===== src/hkrb_pkg.sv =====
// Package for the HID keyboard report builder.
// Holds the operation codes, report sizes and the controller-to-datapath command type.
// Used by the controller, the datapath, the top level and the checker.
package hkrb_pkg;

  // Default number of working key slots and number of slots shown in a report.
  localparam int KEY_SLOTS_DEF = 6;
  localparam int OUT_SLOTS     = 6;

  // Operation codes carried in the func field.
  localparam logic [1:0] FUNC_ADD    = 2'd0;
  localparam logic [1:0] FUNC_REMOVE = 2'd1;
  localparam logic [1:0] FUNC_COMMIT = 2'd2;

  // Modifier usage codes 0xE0..0xE7 share the upper five bits.
  localparam logic [4:0] MOD_PREFIX = 5'b11100;
  localparam logic [7:0] MOD_FIRST  = 8'hE0;
  localparam logic [7:0] MOD_LAST   = 8'hE7;

  // Commands from the controller to the datapath.
  typedef struct packed {
    logic key_en;    // apply a key event this cycle
    logic is_add;    // key event is an add (else a remove)
    logic load_out;  // capture the working report into the output register
  } hkrb_cmd_t;

endpackage


===== src/hkrb_if.sv =====
// Valid/ready channel interfaces for the HID keyboard report builder.
// hkrb_in_if carries key events, hkrb_out_if carries finished reports.
// No dependencies.
interface hkrb_in_if;
  logic       valid;
  logic       ready;
  logic [1:0] func;
  logic [7:0] key_code;

  modport source (output valid, output func, output key_code, input ready);
  modport sink   (input valid, input func, input key_code, output ready);
endinterface

interface hkrb_out_if;
  logic       valid;
  logic       ready;
  logic [7:0] modifier_byte;
  logic [7:0] slot_0;
  logic [7:0] slot_1;
  logic [7:0] slot_2;
  logic [7:0] slot_3;
  logic [7:0] slot_4;
  logic [7:0] slot_5;

  modport source (output valid, output modifier_byte, output slot_0, output slot_1,
                  output slot_2, output slot_3, output slot_4, output slot_5,
                  input ready);
  modport sink   (input valid, input modifier_byte, input slot_0, input slot_1,
                  input slot_2, input slot_3, input slot_4, input slot_5,
                  output ready);
endinterface


===== src/hkrb_ctrl.sv =====
// Controller of the HID keyboard report builder: input handshake and output register state.
// Issues hkrb_cmd_t commands to the datapath.
// Depends on hkrb_pkg.
module hkrb_ctrl
  import hkrb_pkg::*;
(
  input  logic       clk,
  input  logic       rst_n,
  input  logic       in_valid,
  input  logic [1:0] in_func,
  output logic       in_ready,
  output logic       out_valid,
  input  logic       out_ready,
  output hkrb_cmd_t  cmd
);

  typedef enum logic {
    ST_EMPTY,
    ST_FULL
  } state_t;

  state_t state_r;
  state_t state_nxt;
  logic   accept;

  // A new event is taken whenever the output register is empty or drains this cycle.
  assign in_ready  = (state_r == ST_EMPTY) || out_ready;
  assign accept    = in_valid && in_ready;
  assign out_valid = (state_r == ST_FULL);

  // Decode the accepted event into datapath commands.
  always_comb begin
    cmd.key_en   = accept && ((in_func == FUNC_ADD) || (in_func == FUNC_REMOVE));
    cmd.is_add   = (in_func == FUNC_ADD);
    cmd.load_out = accept && (in_func == FUNC_COMMIT);
  end

  // Output register occupancy.
  always_comb begin
    state_nxt = state_r;
    case (state_r)
      ST_EMPTY: begin
        if (cmd.load_out) state_nxt = ST_FULL;
      end
      ST_FULL: begin
        if (cmd.load_out)    state_nxt = ST_FULL;
        else if (out_ready)  state_nxt = ST_EMPTY;
      end
      default: state_nxt = ST_EMPTY;
    endcase
  end

  always_ff @(posedge clk) begin
    if (!rst_n) begin
      state_r <= ST_EMPTY;
    end else begin
      state_r <= state_nxt;
    end
  end

endmodule


===== src/hkrb_datapath.sv =====
// Datapath of the HID keyboard report builder: modifier byte, sorted key slots, report register.
// All slots compare against the event code in parallel, so the working registers take an event at its transfer edge.
// Depends on hkrb_pkg.
module hkrb_datapath
  import hkrb_pkg::*;
#(
  parameter int KEY_SLOTS = KEY_SLOTS_DEF
)
(
  input  logic       clk,
  input  logic       rst_n,
  input  hkrb_cmd_t  cmd,
  input  logic [7:0] key_code,
  output logic [7:0] modifier_byte,
  output logic [7:0] out_slots [OUT_SLOTS]
);

  logic [7:0]           mods_r;
  logic [7:0]           mods_nxt;
  logic [7:0]           slots_r    [KEY_SLOTS];
  logic [7:0]           slots_nxt  [KEY_SLOTS];
  logic [7:0]           ins_val    [KEY_SLOTS];
  logic [7:0]           rem_val    [KEY_SLOTS];
  logic [7:0]           slot_prev  [KEY_SLOTS];
  logic [7:0]           slot_next  [KEY_SLOTS];
  logic [KEY_SLOTS-1:0] lt;
  logic [KEY_SLOTS-1:0] eq;
  logic [KEY_SLOTS-1:0] ins_prev;
  logic [KEY_SLOTS-1:0] del_from;
  logic [7:0]           mods_out_r;
  logic [7:0]           slots_out_r [OUT_SLOTS];
  logic [7:0]           report_slots [OUT_SLOTS];
  logic                 is_mod;
  logic                 code_nz;
  logic                 hit;
  logic                 add_ok;
  logic                 rem_ok;
  logic [7:0]           mod_bit;

  assign is_mod  = (key_code[7:3] == MOD_PREFIX);
  assign code_nz = (key_code != 8'd0);
  assign mod_bit = 8'd1 << key_code[2:0];
  assign hit     = |eq;

  // Per-slot compare and the shifted candidates for insert and delete.
  for (genvar g = 0; g < KEY_SLOTS; g++) begin : g_slot
    assign lt[g] = (slots_r[g] != 8'd0) && (slots_r[g] < key_code);
    assign eq[g] = (slots_r[g] == key_code);

    if (g == 0) begin : g_first
      assign ins_prev[g]  = 1'b1;
      assign slot_prev[g] = slots_r[g];
      assign del_from[g]  = eq[g];
    end else begin : g_rest
      assign ins_prev[g]  = lt[g-1];
      assign slot_prev[g] = slots_r[g-1];
      assign del_from[g]  = del_from[g-1] | eq[g];
    end

    if (g == KEY_SLOTS - 1) begin : g_last
      assign slot_next[g] = 8'd0;
    end else begin : g_inner
      assign slot_next[g] = slots_r[g+1];
    end

    // Insert: keep smaller codes, place the new code at the boundary, shift the rest up.
    assign ins_val[g] = lt[g] ? slots_r[g] : (ins_prev[g] ? key_code : slot_prev[g]);
    // Delete: from the matching slot onward, take the next slot's code.
    assign rem_val[g] = del_from[g] ? slot_next[g] : slots_r[g];
  end

  // An add of a nonzero non-modifier code needs a free last slot and no duplicate; a remove needs a match.
  assign add_ok = cmd.key_en && cmd.is_add && !is_mod && code_nz &&
                  (slots_r[KEY_SLOTS-1] == 8'd0) && !hit;
  assign rem_ok = cmd.key_en && !cmd.is_add && !is_mod && code_nz && hit;

  // Next working state.
  always_comb begin
    mods_nxt = mods_r;
    if (cmd.key_en && is_mod) begin
      if (cmd.is_add) mods_nxt = mods_r | mod_bit;
      else            mods_nxt = mods_r & ~mod_bit;
    end
    for (int i = 0; i < KEY_SLOTS; i++) begin
      if (add_ok)      slots_nxt[i] = ins_val[i];
      else if (rem_ok) slots_nxt[i] = rem_val[i];
      else             slots_nxt[i] = slots_r[i];
    end
  end

  always_ff @(posedge clk) begin
    if (!rst_n) begin
      mods_r <= 8'd0;
      for (int i = 0; i < KEY_SLOTS; i++) slots_r[i] <= 8'd0;
    end else begin
      mods_r <= mods_nxt;
      for (int i = 0; i < KEY_SLOTS; i++) slots_r[i] <= slots_nxt[i];
    end
  end

  // Report view of the working slots; slots beyond the working set read as empty.
  for (genvar o = 0; o < OUT_SLOTS; o++) begin : g_out
    if (o < KEY_SLOTS) begin : g_kept
      assign report_slots[o] = slots_r[o];
    end else begin : g_pad
      assign report_slots[o] = 8'd0;
    end
  end

  // Report register, loaded on commit.
  always_ff @(posedge clk) begin
    if (cmd.load_out) begin
      mods_out_r <= mods_r;
      for (int o = 0; o < OUT_SLOTS; o++) slots_out_r[o] <= report_slots[o];
    end
  end

  assign modifier_byte = mods_out_r;
  assign out_slots     = slots_out_r;

endmodule


===== src/hid_keyboard_report_builder.sv =====
// HID boot keyboard report builder.
//
// Input channel in_ch carries key events (func, key_code): add, remove or commit.
// Modifier codes 0xE0..0xE7 set or clear one bit of the modifier byte; other
// nonzero codes are held in KEY_SLOTS slots kept in ascending order, zero-padded.
// Output channel out_ch carries one report (modifier_byte, slot_0..slot_5) per
// commit; add and remove events produce no transfer.
//
// For each event the slots compare against the code in parallel and the working
// report updates at the transfer edge. A commit's report shows on out_ch in the
// cycle after its input transfer. One event per cycle is taken as long as the
// output register is empty or being drained.
//
// Reset clears the modifier byte, empties all slots and marks the output register
// empty. When the receiver stalls with a report waiting, in_ch.ready drops until
// that report is taken; the waiting report holds steady meanwhile.
// Depends on hkrb_pkg, hkrb_if, hkrb_ctrl and hkrb_datapath.
module hid_keyboard_report_builder
  import hkrb_pkg::*;
#(
  parameter int KEY_SLOTS = KEY_SLOTS_DEF
)
(
  input  logic        clk,
  input  logic        rst_n,
  hkrb_in_if.sink     in_ch,
  hkrb_out_if.source  out_ch
);

  hkrb_cmd_t  cmd;
  logic [7:0] out_slots [OUT_SLOTS];

  // Handshake control.
  hkrb_ctrl u_ctrl (
    .clk       (clk),
    .rst_n     (rst_n),
    .in_valid  (in_ch.valid),
    .in_func   (in_ch.func),
    .in_ready  (in_ch.ready),
    .out_valid (out_ch.valid),
    .out_ready (out_ch.ready),
    .cmd       (cmd)
  );

  // Working report and output register.
  hkrb_datapath #(
    .KEY_SLOTS (KEY_SLOTS)
  ) u_datapath (
    .clk           (clk),
    .rst_n         (rst_n),
    .cmd           (cmd),
    .key_code      (in_ch.key_code),
    .modifier_byte (out_ch.modifier_byte),
    .out_slots     (out_slots)
  );

  assign out_ch.slot_0 = out_slots[0];
  assign out_ch.slot_1 = out_slots[1];
  assign out_ch.slot_2 = out_slots[2];
  assign out_ch.slot_3 = out_slots[3];
  assign out_ch.slot_4 = out_slots[4];
  assign out_ch.slot_5 = out_slots[5];

endmodule


===== src/flat_wrapper.sv =====
// flat-port wrapper written by rule: the top's interface ports become plain ports
module hid_keyboard_report_builder_flat import hkrb_pkg::*;
#(
  parameter int KEY_SLOTS = KEY_SLOTS_DEF
)
  (clk, rst_n, in_ch_valid, in_ch_func, in_ch_key_code, in_ch_ready, out_ch_valid, out_ch_modifier_byte, out_ch_slot_0, out_ch_slot_1, out_ch_slot_2, out_ch_slot_3, out_ch_slot_4, out_ch_slot_5, out_ch_ready);
  hkrb_in_if in_ch_i ();
  hkrb_out_if out_ch_i ();
  input  logic clk;
  input  logic rst_n;
  input wire logic [$bits(in_ch_i.valid)-1:0] in_ch_valid;
  input wire logic [$bits(in_ch_i.func)-1:0] in_ch_func;
  input wire logic [$bits(in_ch_i.key_code)-1:0] in_ch_key_code;
  output wire logic [$bits(in_ch_i.ready)-1:0] in_ch_ready;
  output wire logic [$bits(out_ch_i.valid)-1:0] out_ch_valid;
  output wire logic [$bits(out_ch_i.modifier_byte)-1:0] out_ch_modifier_byte;
  output wire logic [$bits(out_ch_i.slot_0)-1:0] out_ch_slot_0;
  output wire logic [$bits(out_ch_i.slot_1)-1:0] out_ch_slot_1;
  output wire logic [$bits(out_ch_i.slot_2)-1:0] out_ch_slot_2;
  output wire logic [$bits(out_ch_i.slot_3)-1:0] out_ch_slot_3;
  output wire logic [$bits(out_ch_i.slot_4)-1:0] out_ch_slot_4;
  output wire logic [$bits(out_ch_i.slot_5)-1:0] out_ch_slot_5;
  input wire logic [$bits(out_ch_i.ready)-1:0] out_ch_ready;
  assign in_ch_i.valid = in_ch_valid;
  assign in_ch_i.func = in_ch_func;
  assign in_ch_i.key_code = in_ch_key_code;
  assign in_ch_ready = in_ch_i.ready;
  assign out_ch_valid = out_ch_i.valid;
  assign out_ch_modifier_byte = out_ch_i.modifier_byte;
  assign out_ch_slot_0 = out_ch_i.slot_0;
  assign out_ch_slot_1 = out_ch_i.slot_1;
  assign out_ch_slot_2 = out_ch_i.slot_2;
  assign out_ch_slot_3 = out_ch_i.slot_3;
  assign out_ch_slot_4 = out_ch_i.slot_4;
  assign out_ch_slot_5 = out_ch_i.slot_5;
  assign out_ch_i.ready = out_ch_ready;
  hid_keyboard_report_builder #(.KEY_SLOTS(KEY_SLOTS)) u_core (.clk(clk), .rst_n(rst_n), .in_ch(in_ch_i), .out_ch(out_ch_i));
endmodule

===== config.mk =====
export PLATFORM = sky130hd
export DESIGN_NAME = hid_keyboard_report_builder_flat
export DESIGN_NICKNAME = d
export VERILOG_FILES = /design/src/hkrb_pkg.sv /design/src/hkrb_if.sv /design/src/hkrb_ctrl.sv /design/src/hkrb_datapath.sv /design/src/hid_keyboard_report_builder.sv /design/src/flat_wrapper.sv
export SDC_FILE = /design/constraint.sdc
export NUM_CORES = 1
export LEC_CHECK = 0
export BUFFER_PORTS_ARGS = -buffer_cell sky130_fd_sc_hd__buf_2
export CELL_PAD_IN_SITES_DETAIL_PLACEMENT = 1
export CELL_PAD_IN_SITES_GLOBAL_PLACEMENT = 2
export CORE_ASPECT_RATIO = 1.75
export CORE_MARGIN = 1
export CORE_UTILIZATION = 34
export CTS_CLUSTER_DIAMETER = 40
export CTS_CLUSTER_SIZE = 12
export DETAILED_ROUTE_END_ITERATION = 12
export PLACE_DENSITY_LB_ADDON = 0.12
export SETUP_SLACK_MARGIN = 0.05
export SLEW_MARGIN = 20
export SYNTH_ARGS = -nofsm -noshare
export SYNTH_HDL_FRONTEND = slang
export SYNTH_SLANG_ARGS = --single-unit
export TNS_END_PERCENT = 50

===== constraint.sdc =====
create_clock -name clk -period 6.2 [get_ports clk]
set_input_delay 1.24 -clock clk [delete_from_list [all_inputs] [get_ports clk]]
set_output_delay 1.24 -clock clk [all_outputs]
set_load 0.03 [all_outputs]

* Yosys cells after proc, flatten, opt, wreduce, memory -nomap -nowiden *
Memories as Yosys holds them, arrays and structs flattened.
Cells that the tools add are included.

word-level totals
  flip-flop bits (word level) = 65
  bits in writable memories = 48
  input port bits = 14
  output and inout port bits = 58
  memories = 1

memories
  memory                     words  bits a word  read ports  clocked after memory_dff  write ports  line                 source
  u_core.u_datapath.slots_r  6      8            6           0                         6            hkrb_datapath.sv:20  logic [7:0] slots_r [KEY_SLOTS];

cells by class
  order comparisons = 6
  equal/unequal tests = 9
  shift-type cells = 1
  multiplexer cells = 42
  bitwise operators = 15
  reductions and logical operators = 34

operators with widths
  kind                                                               count
  8-bit 2-to-1 mux                                                   36
  8-bit nonzero test                                                 7
  8-bit == test                                                      6
  8-bit < comparator                                                 6
  1-bit logical AND                                                  19
  1-bit OR                                                           11
  8-bit AND                                                          1
  8-bit zero test                                                    1
  8-bit NOT                                                          1
  8-bit OR                                                           1
  1-bit by 3-bit left shift with 8-bit output, first input constant  1
  6-bit OR reduction                                                 1
  5-bit == test, second input constant                               1
  1-bit 2-to-1 mux                                                   5
  1-bit zero test                                                    3
  2-bit by 1-bit == test with 1-bit output, second input constant    1
  2-bit == test, second input constant                               1
  2-bit zero test                                                    1
  1-bit logical OR                                                   2
  1-bit one-hot mux with 2 select lines                              1
  1-bit NOT                                                          1

* Longest topological paths before layout *
Gate-level depths: netlist (run 1).

  depth after elaboration = 11
  mapped depth = 11
  mapped depth without buffers = 9

* By module *
A second synthesis (run 1) with hierarchy kept.

unflattened totals
  cells, all modules = 554
  area, all modules = 5858.1 um^2

modules (own cells, without submodules)
  module         times used  cells an instance  area each (um^2)  seq. area each (um^2)
  hkrb_datapath  1           546                5786.8            2802.7
  hkrb_ctrl      1           8                  71.3              20.0

* Worst setup path after synthesis (run 1) *
OpenSTA, ideal clock, no wires.

  path kind = in2reg
  from = input out_ch_ready
  to = register u_core.u_datapath.mods_out_r[0], in the netlist u_core.u_datapath.modifier_byte[0] (enable)
  library setup time = 0.551 ns
  arrival time = 5.910 ns
  data required time = 5.649 ns
  setup slack = -0.261 ns
  stages on the path = 3
  buffers on the path = 0
  cells stage by stage = nand2b_1 nand2_1 nor3b_1

RTL lines
  what                  line                  source
  start, declared       flat_wrapper.sv:23    input wire logic [$bits(out_ch_i.ready)-1:0] out_ch_ready;
  end signal, assigned  hkrb_datapath.sv:113  mods_out_r <= mods_r;
  end, declared         hkrb_datapath.sv:30   logic [7:0] mods_out_r;

==> results by group, run 1 <==
Detailed routing
  • First-pass DRT Iterations: 4
  • Routed vias/inst: 5.609
  • Drt drc: 0
  • Routed Antenna Nets: 0
  • Routed vias: 4,919
  • Routed WL per cell: 23.10 um
  • DR iter-0 viols: 204
  • Final WL: 20,260 um

STA
  • Finish-stage setup viols: 0
  • Skew final: 0.01207 ns
  • Max_slew headroom: 0.3657
  • Slew @ Worst Pin: 0.9515 ns
  • Tcrit/Tclk final: 0.6724
  • Setup TNS: 0 ns
  • Fmax: 239.9 MHz
  • Post-route setup slack: 2.031 ns
  • RSZ-0062 raised after global routing: no
  • Count of pins over their slew limit: 0
  • Minimum clock period: 4.169 ns
  • Final hold viol count: 0

Clock network
  • Num Clock Sinks: 113
  • CTS tree: yes
  • H-tree depth: 4
  • Post-CTS setup buffers: 0
  • Num CTS Buffers: 17
  • Clk buf depth: 2
  • Clock root cell: clkbuf_16
  • Clk_lat worst skew: 0.42 ns
  • Post-cts resize count: 0
  • Clock transition at the registers of the reported paths: 0.05 ns
  • CTS Hold Bufs: 0

Yosys
  • Top_reg_cell synth: dfxtp_1
  • Synth Cell Area: 5853 um2
  • Synthesized instance count: 562
  • Sequential share of the synthesized area: 0.4823
  • #FFs+latches synth: 113
  • Number of enable flip-flop cells after synthesis: 56
  • Asr flop ratio synth: 0
  • Synth Net Count: 624
  • Syn. warnings: 0
  • Synthesized area per cell: 10.41 um2
  • Yosys cell types: 54

Critical path
  • Top cell by count, worst path: nor2_1
  • Crit path cell chain: buf_2 > inv_1 > ha_1 > nand4_1 > nor2_1 > nor3_1 > nand4_2 > buf_4 > nor2_1 > o22ai_1 > o211a_1
  • CP Launch Type: input port
  • Critical Path RT: 6.51 ns
  • Worst-path fanout max: 22
  • Worst Path Arrival: 4.48 ns
  • Max stage delay on crit path: 0.56 ns
  • Type of the worst setup path: in2reg
  • CP max stage cell: nand4_2
  • Nature of the critical path endpoint: flop

Global route
  • Vias in the first global route: 5,258
  • Largest net degree at the start of global routing: 57
  • Global-route wire length before repair: 31,080 um
  • Total GRT Usage: 0.2438
  • Initial antenna violation count: 0
  • Gr ovfl total: 0

Finish
  • Design area: 6978 um2
  • Layout area overhead: 19.22%
  • Share of cells above drive strength 1: 0.2015
  • Fin util: 0.4137
  • Final cell count without fillers: 877
  • Most frequent cells in the layout: a21oi_1, buf_2, nor2_1
  • # diodes: 0
  • Post-layout nets: 699

Status
  • Status: finished clean

Floorplan
  • Rows: 63
  • Die ar.: 17,760 um2
  • Die X: 101.2 um
  • Die Y: 175.6 um
  • I/O pin count: 72
  • Core ar.: 16,870 um2
  • Initial Util: 0.3470

Pwr
  • P_leak: 2.838 nW
  • Maximum vdd drop: 0.1586 mV
  • Power per cell area: 348.5 nW/um2

Min path
  • Worst Hold Class: reg2reg

Flow run
  • Max-Cap Viols: 0

Place
  • I/O Buffers: 71
  • DP Area: 6451 um2
  • Hpwl dp: 14,800 um
  • Pre-CTS WS: 1.558 ns
  • Final GP Congestion: 0.8714
  • Placed cell count: 844
-- layer usage --
layer,vias to the layer above,wire [um],GRT usage
met2,117,10920,0.4280
met3,45,723,0.04895
met1,2478,7863,0.2661
met4,0,753,0.1437
met5,-,0,0
li1,2279,-,-
-- synth_stat cells, types with 4 or more instances --
master     n  share of area
mux2_2    17          0.033
dfxtp_1   57           0.19
nand4_1   11          0.012
o21ai_0    9         0.0077
o211ai_1  12          0.015
inv_1     29          0.019
ha_1      48           0.10
nor4_1    16          0.017
a21oi_1   71          0.061
nor2_1    60          0.038
nor3_1     4         0.0034
edfxtp_1  56           0.29
nand2_1   28          0.018
nand3_1    6         0.0051
o22ai_1   24          0.026
nor2b_1    6         0.0064
a211oi_1   7         0.0090
o211a_1    8          0.014
o31ai_1    8          0.010
mux2i_1   21          0.036
clkbuf_1  13         0.0083
-- cell type report --
type | count | area (um2)
flip-flops and latches | 113 | 2823
well taps | 227 | 284.0
clock inverters | 9 | 67.56
repair buffers | 77 | 404.1
inverters | 30 | 112.6
fillers | 1949 | 9891
multi-input cells | 398 | 2839
clock buffers | 23 | 447.9
-- final timing paths --
check	startpoint	end	slack [ns]	depth (start not counted)
max	in_ch_key_code[1]	u_core.u_datapath.slots_r[1][4]	2.03	11
min	flop	u_core.u_datapath.modifier_byte[4]	0.44	0
max reg2reg	u_core.u_datapath.slots_r[0][6]	u_core.u_datapath.slots_r[1][4]	3.01	9
min reg2reg	flop	u_core.u_datapath.modifier_byte[4]	0.44	0
-- state kept, by name, summed over array words and instances, names as in the netlist, named ones only --
signal                           flops
u_core.u_datapath.modifier_byte      8
u_core.u_datapath.slots_r           48
u_core.u_datapath.out_slots         48
u_core.u_ctrl.out_valid              1
-- logic make-up after synthesis --
logic type	after synthesis	share of synthesized area
compound gates	162	0.1841
fa+ha+maj	48	0.1026
buf+inv	51	0.03463
flops	113	0.4823
mux	38	0.06862
simple gates	150	0.1278
-- per-stage QoR --
| stage | hold slack, ns | total power [mW] |
|---|---|---|
| after floorplan | 0.4019 | 1.354 |
| after global placement | 0.4153 | 1.542 |
| after detailed placement | 0.4189 | 1.554 |
| after CTS | 0.4337 | 2.445 |
| after global routing | 0.4428 | 2.540 |
| final | 0.4350 | 2.432 |
-- critical path: cells and delay by family --
kind            cells  cell delay [ns]
simple gates        5             1.51
buf+inv             3             1.04
compound gates      2             0.28
fa+ha+maj           1             0.40
-- power breakdown --
part / leakage (nW) / internal, mW / switching [mW]
clock network: 0.257 / 0.542 / 0.338
logic: 1.58 / 0.258 / 0.371
registers: 0.998 / 0.840 / 0.0824
total: 2.84 / 1.64 / 0.791
Power figures use the tool's default switching activity.
==> run 2: changes to the inputs <==
--- a/config.mk
+++ b/config.mk
@@ -5,12 +5,13 @@
 export SDC_FILE = /design/constraint.sdc
 export NUM_CORES = 1
 export LEC_CHECK = 0
+export ABC_AREA = 1
 export BUFFER_PORTS_ARGS = -buffer_cell sky130_fd_sc_hd__buf_2
 export CELL_PAD_IN_SITES_DETAIL_PLACEMENT = 1
 export CELL_PAD_IN_SITES_GLOBAL_PLACEMENT = 2
 export CORE_ASPECT_RATIO = 1.75
 export CORE_MARGIN = 1
-export CORE_UTILIZATION = 34
+export CORE_UTILIZATION = 31
 export CTS_CLUSTER_DIAMETER = 40
 export CTS_CLUSTER_SIZE = 12
 export DETAILED_ROUTE_END_ITERATION = 12
==> constraint.sdc (replaced) <==
create_clock -name clk -period 3.7 [get_ports clk]
set_input_delay 0.74 -clock clk [delete_from_list [all_inputs] [get_ports clk]]
set_output_delay 0.74 -clock clk [all_outputs]
set_load 0.03 [all_outputs]
==> run 2 against run 1 <==
  * Clock-buffer cell count is 4 lower
  * Sequential share of layout area down 5.2 points
  * Die area up 24%
  * Register-to-register slack worse by 1.8 ns
  * Combinational power rose to 2.5 times the previous value
  * Worst setup slack lost 1.2 ns
  * Cell area increased by 15%
  * Clock skew down 0.0038 ns
  * Area after synthesis is 13% higher
  * First-iteration DRC count is 1.5% higher
==> results by group, run 2 <==
Global route
  • Gr ovfl total: 0 (unchanged)
  • Vias in the first global route: 6,466 (was 5,258)
  • Largest net degree at the start of global routing: 58 (was 57)
  • Initial antenna violation count: 0 (unchanged)
  • Global-route wire length before repair: 38,430 um (was 31,080 um)
  • Total GRT Usage: 0.2438 (about the same)

Clock network
  • Num Clock Sinks: 113 (unchanged)
  • H-tree depth: 4 (unchanged)
  • CTS tree: yes (unchanged)
  • Clock transition at the registers of the reported paths: 0.06 ns (was 0.05 ns)
  • Num CTS Buffers: 17 (unchanged)
  • CTS Hold Bufs: 0 (unchanged)
  • Clock root cell: clkbuf_16 (unchanged)
  • Post-cts resize count: 0 (unchanged)
  • Clk_lat worst skew: 0.44 ns (was 0.42 ns)
  • Post-CTS setup buffers: 0 (unchanged)
  • Clk buf depth: 2 (unchanged)

Yosys
  • Simple-gate share of the synthesized area: 0.3548 (was 0.1278)
  • Post-synthesis mux area share: 0 (was 0.06862)
  • Yosys cell types: 32 (was 54)
  • Post-Synth Adder-Cell Area: 0.09069 (was 0.1026)
  • Synthesized area per cell: 7.586 um2 (was 10.41 um2)
  • Post-Synth XOR/XNOR Area: 0 (unchanged)
  • #FFs+latches synth: 113 (unchanged)
  • Synth Net Count: 935 (was 624)
  • Top cell type's share of synthesized area: 0.2539 (was 0.2873)
  • Most common cell in the synthesized netlist: nand2_1 (was a21oi_1)
  • Biggest area consumer among synthesized cells: edfxtp_1 (unchanged)
  • Number of enable flip-flop cells after synthesis: 56 (unchanged)
  • Synth area leaders: edfxtp_1, dfxtp_1, nand2_1, ha_1, nor2_1 (was edfxtp_1, dfxtp_1, ha_1, a21oi_1, nor2_1)
  • Asr flop ratio synth: 0 (unchanged)
  • Syn. warnings: 0 (unchanged)
  • Most frequent cells after synthesis: nand2_1, nor2_1, inv_1 (was a21oi_1, nor2_1, dfxtp_1)
  • Top_reg_cell synth: dfxtp_1 (unchanged)
  • Largest family of logic cells by synthesized area: simple AND/OR/NAND/NOR gates (was compound AO/OA/AOI/OAI gates)
  • Synth Cell Area: 6623 um2 (was 5853 um2)
  • Synthesized instance count: 873 (was 562)
  • Sequential share of the synthesized area: 0.4262 (was 0.4823)
  • Synth Area in Compound Gates: 0.06178 (was 0.1841)

Critical path
  • Crit path max-delay family: simple AND/OR/NAND/NOR gates (unchanged)
  • CP Launch Type: input port (unchanged)
  • CP max stage cell: inv_1 (was nand4_2)
  • Crit path buffers/inverters: 3 (unchanged)
  • R2R Setup Slk: 1.22 ns (was 3.01 ns)
  • Critical Path RT: 4.03 ns (was 6.51 ns)
  • Worst Path Arrival: 3.19 ns (was 4.48 ns)
  • Top cell by count, worst path: nand2_2 (was nor2_1)
  • R2R depth: 14 (was 9)
  • Nature of the critical path endpoint: flop (unchanged)
  • Worst-path fanout max: 16 (was 22)
  • Type of the worst setup path: in2reg (unchanged)
  • RR Startpoint: u_core.u_datapath.slots_r[5][0] (was u_core.u_datapath.slots_r[0][6])
  • Crit path cell chain: buf_2 > inv_1 > ha_1 > nand2_1 > nor2_1 > nand2_1 > nand2_2 > inv_2 > nand2_2 > nor2_2 > nand2_2 > nand2_1 > nand2_2 > nor2_1 > nor2_1 (was buf_2 > inv_1 > ha_1 > nand4_1 > nor2_1 > nor3_1 > nand4_2 > buf_4 > nor2_1 > o22ai_1 > o211a_1)
  • R2r endpoint: u_core.u_datapath.slots_r[2][7] (was u_core.u_datapath.slots_r[1][4])
  • Max stage delay on crit path: 0.43 ns (was 0.56 ns)

Detailed routing
  • Routed vias: 6,141 (was 4,919)
  • DR iter-0 viols: 207 (was 204)
  • Drt drc: 0 (unchanged)
  • First-pass DRT Iterations: 4 (unchanged)
  • Routed Antenna Nets: 0 (unchanged)
  • Routed WL per cell: 20.10 um (was 23.10 um)
  • Routed vias/inst: 4.929 (was 5.609)
  • Final WL: 25,050 um (was 20,260 um)

Finish
  • Fin util: 0.3829 (was 0.4137)
  • Share of cells above drive strength 1: 0.1871 (was 0.2015)
  • Layout area overhead: 21.03% (was 19.22%)
  • # diodes: 0 (unchanged)
  • Most frequent cells in the layout: nand2_1, nor2_1, inv_1 (was a21oi_1, buf_2, nor2_1)
  • Post-layout nets: 1,043 (was 699)
  • Commonest non-fill, non-tap cell in the layout: nand2_1

Status
  • Status: finished clean (unchanged)

Place
  • Final GP Congestion: 0.7959 (was 0.8714)
  • I/O Buffers: 71 (unchanged)
  • Hpwl dp: 18,930 um (was 14,800 um)

Pwr
  • Pwr Total: 4.718 mW (was 2.432 mW)
  • Power per cell area: 588.6 nW/um2 (was 348.5 nW/um2)
  • P_leak: 4.043 nW (was 2.838 nW)
  • Maximum vdd drop: 0.3480 mV (was 0.1586 mV)

Floorplan
  • Die ar.: 21,970 um2 (was 17,760 um2)
  • Die Y: 195.4 um (was 175.6 um)
  • I/O pin count: 72 (unchanged)
  • Rows: 70 (was 63)
  • Core ar.: 20,930 um2 (was 16,870 um2)
  • Die X: 112.5 um (was 101.2 um)
  • Initial Util: 0.3164 (was 0.3470)

STA
  • Tcrit/Tclk final: 0.7720
  • Setup TNS: 0 ns (unchanged)
  • Slew @ Worst Pin: 0.7763 ns (was 0.9515 ns)
  • RSZ-0062 raised after global routing: no (unchanged)
  • Final hold viol count: 0 (unchanged)
  • Skew final: 0.008286 ns (was 0.01207 ns)
  • Fmax: 350.1 MHz
  • Finish-stage setup viols: 0 (unchanged)
  • Count of pins over their slew limit: 0 (unchanged)
  • Minimum clock period: 2.856 ns
  • Max_slew headroom: 0.4825 (was 0.3657)

Flow run
  • Max-Cap Viols: 0 (unchanged)

Min path
  • Worst Hold Class: reg2reg (unchanged)
  • Hold Path Sink: u_core.u_datapath.modifier_byte[4] (unchanged)
  • Hold Crit Depth: 0 (unchanged)
[run 2: layout make-up]
cell class              count  area, um2
well taps                 252      315.3
clock buffers              19      432.9
clock inverters            13      120.1
multi-input cells         658       3371
repair buffers            107      638.1
inverters                  84      315.3
fillers                  2570      12920
flip-flops and latches    113       2823
[run 2: cells by family (layout without fill, tap and decap cells)]
family,after synthesis,in the layout
AO/OA/AOI/OAI,61,61
adder cells (fa/ha/maj),48,48
buffers and inverters,102,223
flip-flops,113,113
AND/OR/NAND/NOR,549,549
[run 2: power breakdown]
group	leakage (nW)	switching [mW]	total [mW]	internal, mW
clock network	0.267	0.608	1.58	0.974
registers	0.998	0.129	1.56	1.43
logic	2.78	1.06	1.58	0.511
[run 2: through the flow]
stage	setup WS, ns	instance area (um2)	hold slack (ns)	std cells
final	0.8436	8015	0.4334	1246
after floorplan	0.8446	6634	0.4025	873
after detailed placement	0.3772	7462	0.4111	1214
after global routing	0.5787	8015	0.4478	1246
after global placement	0.3992	7462	0.4160	1214
after CTS	0.8088	8015	0.4364	1246
[run 2: worst reg2reg max path: cells and delay by family (launching register included)]
kind | cells | cell delay [ns]
simple gates | 10 | 1.28
fa+ha+maj | 1 | 0.30
flops | 1 | 0.44
buf+inv | 3 | 0.33
[run 2: how the worst max path moves through the flow]
| stage | from | end | slack [ns] | cells after the start |
|---|---|---|---|---|
| 2_1_floorplan | out_ch_ready | u_core.u_datapath.modifier_byte[0] | 0.84 | 4 |
| 3_3_place_gp | in_ch_key_code[2] | u_core.u_datapath.slots_r[4][6] | 0.40 | 15 |
| 3_5_place_dp | in_ch_key_code[2] | u_core.u_datapath.slots_r[4][4] | 0.38 | 15 |
| 4_1_cts | in_ch_key_code[2] | u_core.u_datapath.slots_r[2][7] | 0.81 | 15 |
| 5_1_grt | in_ch_key_code[2] | u_core.u_datapath.slots_r[2][3] | 0.58 | 16 |
| 6_report | in_ch_key_code[2] | u_core.u_datapath.slots_r[2][5] | 0.84 | 15 |
[run 2: metal layers]
layer,up-vias,global-route usage,wire (um)
met1,2961,0.2435,9441
li1,3037,-,-
met4,0,0.1136,848
met2,103,0.4833,14230
met5,-,0,0
met3,40,0.03569,530
